**config.mk**
```make
export PLATFORM = sky130hd
export DESIGN_NAME = servo_recipe_sequencer_top
export DESIGN_NICKNAME = d
export VERILOG_FILES = /design/src/rtl/srs_pkg.sv /design/src/rtl/servo_recipe_sequencer_top.sv
export SDC_FILE = /design/constraint.sdc
export NUM_CORES = 1
export LEC_CHECK = 0
export ABC_AREA = 1
export BUFFER_PORTS_ARGS = -buffer_cell sky130_fd_sc_hd__buf_2
export CAP_MARGIN = 20
export CORE_UTILIZATION = 35
export DETAILED_ROUTE_END_ITERATION = 10
export PLACE_DENSITY = 0.51
export SLEW_MARGIN = 10
export SYNTH_ARGS = -nofsm -noshare
export SYNTH_HDL_FRONTEND = slang
export SYNTH_SLANG_ARGS = --single-unit
```
**constraint.sdc**
```tcl
create_clock -name clock -period 3.7 [get_ports clock]
set_clock_uncertainty 0.1 [all_clocks]
set_input_delay 0.185 -clock clock [delete_from_list [all_inputs] [get_ports clock]]
set_output_delay 0.185 -clock clock [all_outputs]
set_load 0.1 [all_outputs]
```
**src/rtl/srs_pkg.sv**
```systemverilog
// shared constants for the servo recipe sequencer
// operation codes, recipe opcodes, field widths and the default recipe depth
// no dependencies
package srs_pkg;

   localparam int OP_W    = 3;
   localparam int ADDR_W  = 5;
   localparam int WORD_W  = 8;
   localparam int ARG_W   = 5;
   localparam int POS_W   = 3;
   localparam int DUTY_W  = 4;
   localparam int PC_W    = 5;

   localparam int DEFAULT_PROGRAM_DEPTH = 32;

   localparam logic [POS_W-1:0] MAX_POS = 3'd5;

   typedef logic [OP_W-1:0] op_type;
   typedef logic [2:0]      opcode_type;

   // channel operations
   localparam op_type OP_TICK       = 3'd0;
   localparam op_type OP_RESTART    = 3'd1;
   localparam op_type OP_RESUME     = 3'd2;
   localparam op_type OP_PAUSE      = 3'd3;
   localparam op_type OP_STEP_UP    = 3'd4;
   localparam op_type OP_STEP_DOWN  = 3'd5;
   localparam op_type OP_WRITE      = 3'd6;
   localparam op_type OP_NOP        = 3'd7;

   // recipe opcodes
   localparam opcode_type OPC_END        = 3'd0;
   localparam opcode_type OPC_MOVE       = 3'd1;
   localparam opcode_type OPC_WAIT       = 3'd2;
   localparam opcode_type OPC_FLIP       = 3'd3;
   localparam opcode_type OPC_LOOP_START = 3'd4;
   localparam opcode_type OPC_LOOP_END   = 3'd5;
   localparam opcode_type OPC_SKIP       = 3'd6;
   localparam opcode_type OPC_BAD        = 3'd7;

   // error flag bits
   localparam int ERR_OPCODE_BIT = 0;
   localparam int ERR_MOVE_BIT   = 1;
   localparam int ERR_LOOP_BIT   = 2;

endpackage

```
**src/rtl/servo_recipe_sequencer_top.sv**
```systemverilog
// servo recipe sequencer: one servo channel stepping through a byte-coded recipe
// depends on srs_pkg
// a registered result word appears the cycle after its request word is accepted
// throughput: one request word per cycle unless stalled; the recipe memory
// read is prefetched into a register for the next instruction, with write bypass
// reset: synchronous, active high; clears sequencer state, pauses the channel;
// recipe memory contents are undefined until written
module servo_recipe_sequencer_top #(
   parameter int PROGRAM_DEPTH = srs_pkg::DEFAULT_PROGRAM_DEPTH
) (
   input  logic                         clock,
   input  logic                         reset,
   input  logic                         req_valid,
   output logic                         req_ready,
   input  logic [srs_pkg::OP_W-1:0]     req_operation,
   input  logic [srs_pkg::ADDR_W-1:0]   req_program_address,
   input  logic [srs_pkg::WORD_W-1:0]   req_program_word,
   output logic                         rsp_valid,
   input  logic                         rsp_ready,
   output logic [srs_pkg::POS_W-1:0]    rsp_position,
   output logic [srs_pkg::DUTY_W-1:0]   rsp_duty_percent,
   output logic [srs_pkg::PC_W-1:0]     rsp_program_counter,
   output logic                         rsp_opcode_error,
   output logic                         rsp_move_error,
   output logic                         rsp_loop_error,
   output logic                         rsp_recipe_done,
   output logic                         rsp_paused
);
   import srs_pkg::*;

   localparam int AW = (PROGRAM_DEPTH > 1) ? $clog2(PROGRAM_DEPTH) : 1;
   localparam int SW = ((AW > ARG_W) ? AW : ARG_W) + 1;
   localparam int WRAP_STEPS = (PROGRAM_DEPTH + 31) / PROGRAM_DEPTH;

   // reduce a short sum into the recipe index range
   function automatic logic [AW-1:0] wrap_index(input logic [SW-1:0] value);
      logic [SW-1:0] v;
      v = value;
      for (int i = 0; i < WRAP_STEPS; i++) begin
         if (v >= SW'(PROGRAM_DEPTH)) begin
            v = v - SW'(PROGRAM_DEPTH);
         end
      end
      return v[AW-1:0];
   endfunction

   logic [WORD_W-1:0] recipe_mem [PROGRAM_DEPTH];

   logic [WORD_W-1:0] word_ff;
   logic [AW-1:0]     idx_ff, idx_in;
   logic [AW-1:0]     body_ff, body_in;
   logic [ARG_W-1:0]  loop_cnt_ff, loop_cnt_in;
   logic [ARG_W-1:0]  wait_cnt_ff, wait_cnt_in;
   logic [ARG_W-1:0]  travel_ff, travel_in;
   logic [POS_W-1:0]  pos_ff, pos_in;
   logic              complete_ff, complete_in;
   logic              pause_ff, pause_in;
   logic              end_ff, end_in;
   logic [2:0]        err_ff, err_in;

   logic              rsp_valid_ff, rsp_valid_in;
   logic [POS_W-1:0]  rsp_position_ff;
   logic [DUTY_W-1:0] rsp_duty_ff;
   logic [PC_W-1:0]   rsp_pc_ff;
   logic [2:0]        rsp_err_ff;
   logic              rsp_done_ff;
   logic              rsp_paused_ff;

   logic              accept;
   logic              halted;
   opcode_type        opc;
   logic [ARG_W-1:0]  arg;
   logic [ARG_W-1:0]  move_target;
   logic [ARG_W-1:0]  move_start;
   logic [ARG_W-1:0]  move_travel;
   logic              move_done;
   logic              move_bad;
   logic [ARG_W-1:0]  wait_next;
   logic [ARG_W:0]    step_add;
   logic [AW-1:0]     seq_next;
   logic [AW-1:0]     idx_plus_one;
   logic              wr_en;
   logic [AW-1:0]     wr_index;
   logic [SW-1:0]     pc_wide;

   assign req_ready = !rsp_valid_ff || rsp_ready;
   assign accept    = req_valid && req_ready;
   assign halted    = pause_ff || end_ff || (err_ff != 3'b000);

   assign opc = word_ff[WORD_W-1 -: 3];
   assign arg = word_ff[ARG_W-1:0];

   // move and flip share the travel logic
   assign move_target = (opc == OPC_FLIP)
      ? (complete_ff ? ARG_W'(MAX_POS - pos_ff) : ARG_W'(pos_ff))
      : arg;
   assign move_start  = complete_ff ? ARG_W'(pos_ff) : travel_ff;
   assign move_done   = (move_start == move_target);
   assign move_bad    = (move_target > ARG_W'(MAX_POS));
   assign move_travel = (move_start > move_target) ? move_start - 1'b1
                      : (move_start < move_target) ? move_start + 1'b1
                      : move_start;

   assign wait_next = complete_ff ? arg
                    : (wait_cnt_ff != '0) ? wait_cnt_ff - 1'b1
                    : wait_cnt_ff;

   always_comb begin
      step_add = '0;
      case (opc)
         OPC_MOVE, OPC_FLIP: begin
            step_add = (ARG_W+1)'(move_done);
         end
         OPC_WAIT: begin
            step_add = (ARG_W+1)'(wait_next == '0);
         end
         OPC_LOOP_START: begin
            step_add = (ARG_W+1)'((loop_cnt_ff == '0) || complete_ff);
         end
         OPC_LOOP_END: begin
            step_add = (ARG_W+1)'(1'b1);
         end
         OPC_SKIP: begin
            step_add = (ARG_W+1)'(arg) + (ARG_W+1)'(complete_ff);
         end
         OPC_BAD: begin
            step_add = (ARG_W+1)'(complete_ff);
         end
         default: begin
            step_add = '0;
         end
      endcase
   end

   assign seq_next     = wrap_index(SW'(idx_ff) + SW'(step_add));
   assign idx_plus_one = wrap_index(SW'(idx_ff) + SW'(1'b1));
   assign wr_index     = wrap_index(SW'(req_program_address));
   assign wr_en        = accept && (req_operation == OP_WRITE);

   always_comb begin
      idx_in      = idx_ff;
      body_in     = body_ff;
      loop_cnt_in = loop_cnt_ff;
      wait_cnt_in = wait_cnt_ff;
      travel_in   = travel_ff;
      pos_in      = pos_ff;
      complete_in = complete_ff;
      pause_in    = pause_ff;
      end_in      = end_ff;
      err_in      = err_ff;
      if (accept) begin
         case (req_operation)
            OP_TICK: begin
               if (!halted) begin
                  case (opc)
                     OPC_END: begin
                        end_in      = 1'b1;
                        complete_in = 1'b0;
                     end
                     OPC_MOVE, OPC_FLIP: begin
                        if (move_bad) begin
                           err_in[ERR_MOVE_BIT] = 1'b1;
                           pos_in = MAX_POS;
                        end else begin
                           pos_in = move_target[POS_W-1:0];
                        end
                        travel_in   = move_travel;
                        complete_in = move_done;
                        idx_in      = seq_next;
                     end
                     OPC_WAIT: begin
                        wait_cnt_in = wait_next;
                        complete_in = (wait_next == '0);
                        idx_in      = seq_next;
                     end
                     OPC_LOOP_START: begin
                        if (loop_cnt_ff == '0) begin
                           body_in     = idx_plus_one;
                           loop_cnt_in = arg;
                           complete_in = 1'b1;
                        end else begin
                           err_in[ERR_LOOP_BIT] = 1'b1;
                        end
                        idx_in = seq_next;
                     end
                     OPC_LOOP_END: begin
                        complete_in = 1'b1;
                        if (loop_cnt_ff != '0) begin
                           idx_in      = body_ff;
                           loop_cnt_in = loop_cnt_ff - 1'b1;
                        end else begin
                           idx_in = seq_next;
                        end
                     end
                     OPC_SKIP: begin
                        idx_in = seq_next;
                     end
                     default: begin
                        err_in[ERR_OPCODE_BIT] = 1'b1;
                        idx_in = seq_next;
                     end
                  endcase
               end
            end
            OP_RESTART: begin
               pos_in      = '0;
               idx_in      = '0;
               body_in     = '0;
               loop_cnt_in = '0;
               wait_cnt_in = '0;
               travel_in   = '0;
               complete_in = 1'b1;
               end_in      = 1'b0;
               err_in      = '0;
            end
            OP_RESUME: begin
               pause_in = 1'b0;
            end
            OP_PAUSE: begin
               pause_in = 1'b1;
            end
            OP_STEP_UP: begin
               if (pause_ff && (pos_ff < MAX_POS)) begin
                  pos_in = pos_ff + 1'b1;
               end
            end
            OP_STEP_DOWN: begin
               if (pause_ff && (pos_ff != '0)) begin
                  pos_in = pos_ff - 1'b1;
               end
            end
            default: begin
               idx_in = idx_ff;
            end
         endcase
      end
   end

   assign rsp_valid_in = accept || (rsp_valid_ff && !rsp_ready);

   always_ff @(posedge clock) begin
      if (reset) begin
         idx_ff       <= '0;
         body_ff      <= '0;
         loop_cnt_ff  <= '0;
         wait_cnt_ff  <= '0;
         travel_ff    <= '0;
         pos_ff       <= '0;
         complete_ff  <= 1'b1;
         pause_ff     <= 1'b1;
         end_ff       <= 1'b0;
         err_ff       <= '0;
         rsp_valid_ff <= 1'b0;
      end else begin
         idx_ff       <= idx_in;
         body_ff      <= body_in;
         loop_cnt_ff  <= loop_cnt_in;
         wait_cnt_ff  <= wait_cnt_in;
         travel_ff    <= travel_in;
         pos_ff       <= pos_in;
         complete_ff  <= complete_in;
         pause_ff     <= pause_in;
         end_ff       <= end_in;
         err_ff       <= err_in;
         rsp_valid_ff <= rsp_valid_in;
      end
   end

   // recipe memory with prefetch of the next instruction
   always_ff @(posedge clock) begin
      if (wr_en) begin
         recipe_mem[wr_index] <= req_program_word;
      end
      if (wr_en && (wr_index == idx_in)) begin
         word_ff <= req_program_word;
      end else begin
         word_ff <= recipe_mem[idx_in];
      end
   end

   assign pc_wide = SW'(idx_in);

   always_ff @(posedge clock) begin
      if (accept) begin
         rsp_position_ff <= pos_in;
         rsp_duty_ff     <= DUTY_W'({pos_in, 1'b0}) + DUTY_W'(2);
         rsp_pc_ff       <= pc_wide[PC_W-1:0];
         rsp_err_ff      <= err_in;
         rsp_done_ff     <= end_in;
         rsp_paused_ff   <= pause_in;
      end
   end

   assign rsp_valid           = rsp_valid_ff;
   assign rsp_position        = rsp_position_ff;
   assign rsp_duty_percent    = rsp_duty_ff;
   assign rsp_program_counter = rsp_pc_ff;
   assign rsp_opcode_error    = rsp_err_ff[ERR_OPCODE_BIT];
   assign rsp_move_error      = rsp_err_ff[ERR_MOVE_BIT];
   assign rsp_loop_error      = rsp_err_ff[ERR_LOOP_BIT];
   assign rsp_recipe_done     = rsp_done_ff;
   assign rsp_paused          = rsp_paused_ff;

endmodule
```
==> impl_metrics.ini <==
[status]
status = finished with violations
violations = setup timing

[power]
power_density_mw_per_mm2 = 432
leakage_uw = 0.00717
finalPower_uw = 7840
switching_power_uw = 1850
pwr-share-comb_pct = 6.0
irDropWorstVdd_mv = 0.400
p_sw_share_pct = 23.6
p_int_uw = 5990
power_frac_clock_pct = 44.7
share_seq_of_total_power_pct = 49.3

[sta]
slew-limit-headroom_pct = 42.2
slew_viol_final = 0
setup_slack_ns = -0.576
layout_min_cycle_time_ns = 4.28
fin_tns_setup_ns = -6.63
setup_viol = 17
tightest_slew_ns = 0.864
finalCritPeriodShare_pct = 116
finalHoldViolCount = 0
whs_ns = 0.0515
fmax_mhz = 234
rsz0062_at_grt = yes

[min_path]
min-delay-start = req_operation[1]
hold_depth = 3
hold_class = in -> reg
hold_end = rsp_paused$_DFFE_PP_

[clock_network]
tritoncts = done
cts_made_buffers = 36
cts_max_level = 2
clockBufferDepth = 3
cts_sinks = 312
clk_pin_slew_ns = 0.06
cts_root_buf = clkbuf_16
clk_latency_ns = 0.56

[synth]
synth_ff_type = edfxtp_1
synth.most_common_cell = nand2_1
synth_cell_types = 44
ys.warnings.count = 0
synth_seq_cells = 312
synthTopCellsByCount = 396 x nand2_1, 272 x edfxtp_1, 190 x nand3_1
synth_area_per_cell_um2 = 10.1
synth-edff-count = 272
async_reset_ff_share_pct = 0
synth-seq-area-share_pct = 62.7
yosys-top-cells-area = edfxtp_1 57%, nand2_1 10%, nand3_1 6.6%
yosysTopAreaCell = edfxtp_1
syn_nets = 1463
synth_area_mm2 = 0.0143
synth_top_area_share_pct = 57.1
syn_inst = 1419

[setup_path]
critPathArrivalTime_ns = 4.47
reg2reg_slack_ns = -0.58
cp_common_cell = nand2_1
path_delay_family = simple AND/OR/NAND/NOR gates
worstPathRequired_ns = 3.89
rr_worst_depth = 31
r2r_end = rsp_program_counter[4]$_DFFE_PP_
cp-start-kind = flop
critPathKind = reg -> reg
cpPeakStageDelay_ns = 0.38
cp_max_fo = 8
cp_num_buf_inv = 6
cpMaxStageDelayCell = fa_2
end_kind = flop

[place]
io_buffers = 37
hpwl_mm = 26.5
dp_worst_setup_slack_ns = -0.641
gp_congestion = 0.894

[run]
drv_cap = 0

[global_routing]
grt_pass1_wl_mm = 62.0
met3_usage_pct = 3.32
use_met1_pct = 27.1
grt_overflow = 0
busiest_layer = met2
grt_use_met2_pct = 32.2
grt_pass1_vias = 10600
grt_max_degree = 33
grt_usage_pct = 19.7
antenna_found_initial = 0

[detailed_routing]
drc = 0
firstDrtPassIters = 5
dr.first_iter.drc_count = 810
via_per_inst = 5.06
wl_mm = 41.2
wl_per_cell_um = 19.0
ant_nets = 0
via_count = 11000

[floorplanning]
dieArea_mm2 = 0.0417
top_level_ports = 39
start_util_pct = 35.8
die_w_um = 204
row_count = 73
core_mm2 = 0.0400
die_h_um = 204

[final_layout]
num_antenna_cells = 0
n_fill_cell = 3800
layout-drive-gt1-share_pct = 23.3
area_growth_pct = 26.8
nets = 1663
## per-stage QoR
| stage | area, um^2 | util, % | std cells |
|---|---|---|---|
| 2_1_floorplan | 14400 | - | 1419 |
| 3_3_place_gp | 16100 | 40.1 | 2069 |
| 3_5_place_dp | 16100 | 40.1 | 2069 |
| 4_1_cts | 17600 | 44.1 | 2154 |
| 5_1_grt | 18200 | 45.4 | 2170 |
| 6_report | 18200 | 45.4 | 2170 |
## cells by family after synthesis
family | count (synthesis) | share of synthesized area, %
xor+xnor | 10 | 0.612
flops | 312 | 62.7
simple gates | 734 | 21.9
compound gates | 170 | 6.91
other cells | 1 | 0.0262
buf+inv | 168 | 5.72
fa+ha+maj | 24 | 2.15
## how the worst max path moves through the flow
| stage | slack, ns | cells past startpoint | end | startpoint |
|---|---|---|---|---|
| after floorplan | -0.08 | 33 | rsp_program_counter[4]$_DFFE_PP_ | flop |
| after global placement | -0.59 | 33 | rsp_program_counter[4]$_DFFE_PP_ | flop |
| after detailed placement | -0.64 | 33 | rsp_program_counter[4]$_DFFE_PP_ | flop |
| after CTS | -0.51 | 35 | rsp_program_counter[4]$_DFFE_PP_ | flop |
| after global routing | -0.87 | 34 | rsp_program_counter[4]$_DFFE_PP_ | flop |
| final | -0.58 | 31 | rsp_program_counter[4]$_DFFE_PP_ | flop |
## tightest hold or removal path, delay by kind of cell
| kind | cells | cell delay (ns) |
|---|---|---|
| buffers and inverters | 1 | 0.14 |
| AND/OR/NAND/NOR | 1 | 0.11 |
| AO/OA/AOI/OAI | 1 | 0.09 |
## cell type report
class | count | area [um^2] | area share (%)
Sequential cell | 312 | 8980 | 49.4
Clock inverter | 19 | 189 | 1.04
Tap cell | 525 | 657 | 3.62
Clock buffer | 45 | 966 | 5.32
Multi-Input combinational cell | 939 | 4880 | 26.9
Timing Repair Buffer | 221 | 2050 | 11.3
Inverter | 109 | 438 | 2.41
## power by group through the flow
stage | combinational (uW) | sequential (uW) | clock (uW)
after global routing | 511 | 3860 | 3700
after detailed placement | 443 | 3940 | 0
final | 471 | 3860 | 3510
after CTS | 458 | 3860 | 3570
after global placement | 440 | 3940 | 0
after floorplan | 177 | 4020 | 0
## cell usage in the layout (no fill, tap or decap), types with 10 or more instances in the layout
cell type,Yosys,layout
nor2_1,104,100
buf_4,7,144
nand3_2,2,25
ha_1,23,20
clkinv_1,4,10
dfxtp_1,40,38
o21ai_1,8,13
nand2_2,7,40
clkbuf_16,0,44
a21oi_1,53,53
buf_2,21,37
edfxtp_1,272,272
buf_12,0,18
nand3_1,190,167
nand2_1,396,359
o21ai_0,60,51
inv_1,98,96
## layer usage
metal  up-vias  routed length, um
met1      5344              18700
met5         -                  0
li1       5300                  -
met4         0                897
met2       282              19500
met3        50               2210
## registers in the layout (all words and copies together) (netlist names), named ones only
name / count
body_ff: 5
complete_ff: 1
end_ff: 1
err_ff: 3
idx_ff: 5
loop_cnt_ff: 5
pause_ff: 1
pos_ff: 3
recipe_mem: 256
rsp_duty_percent: 3
rsp_err_ff: 3
rsp_paused: 1
rsp_position: 3
rsp_program_counter: 5
rsp_recipe_done: 1
rsp_valid: 1
travel_ff: 5
wait_cnt_ff: 5
## timing repair
action	CTS	global route
endpoints found under the hold margin	2	0
hold buffers	3	0
endpoints found under the setup margin	15	20
setup buffers	15	9
resized for setup	56	67
gates cloned	3	7
pin swaps	27	56
No activity file was read; power rests on OpenSTA's default activity.
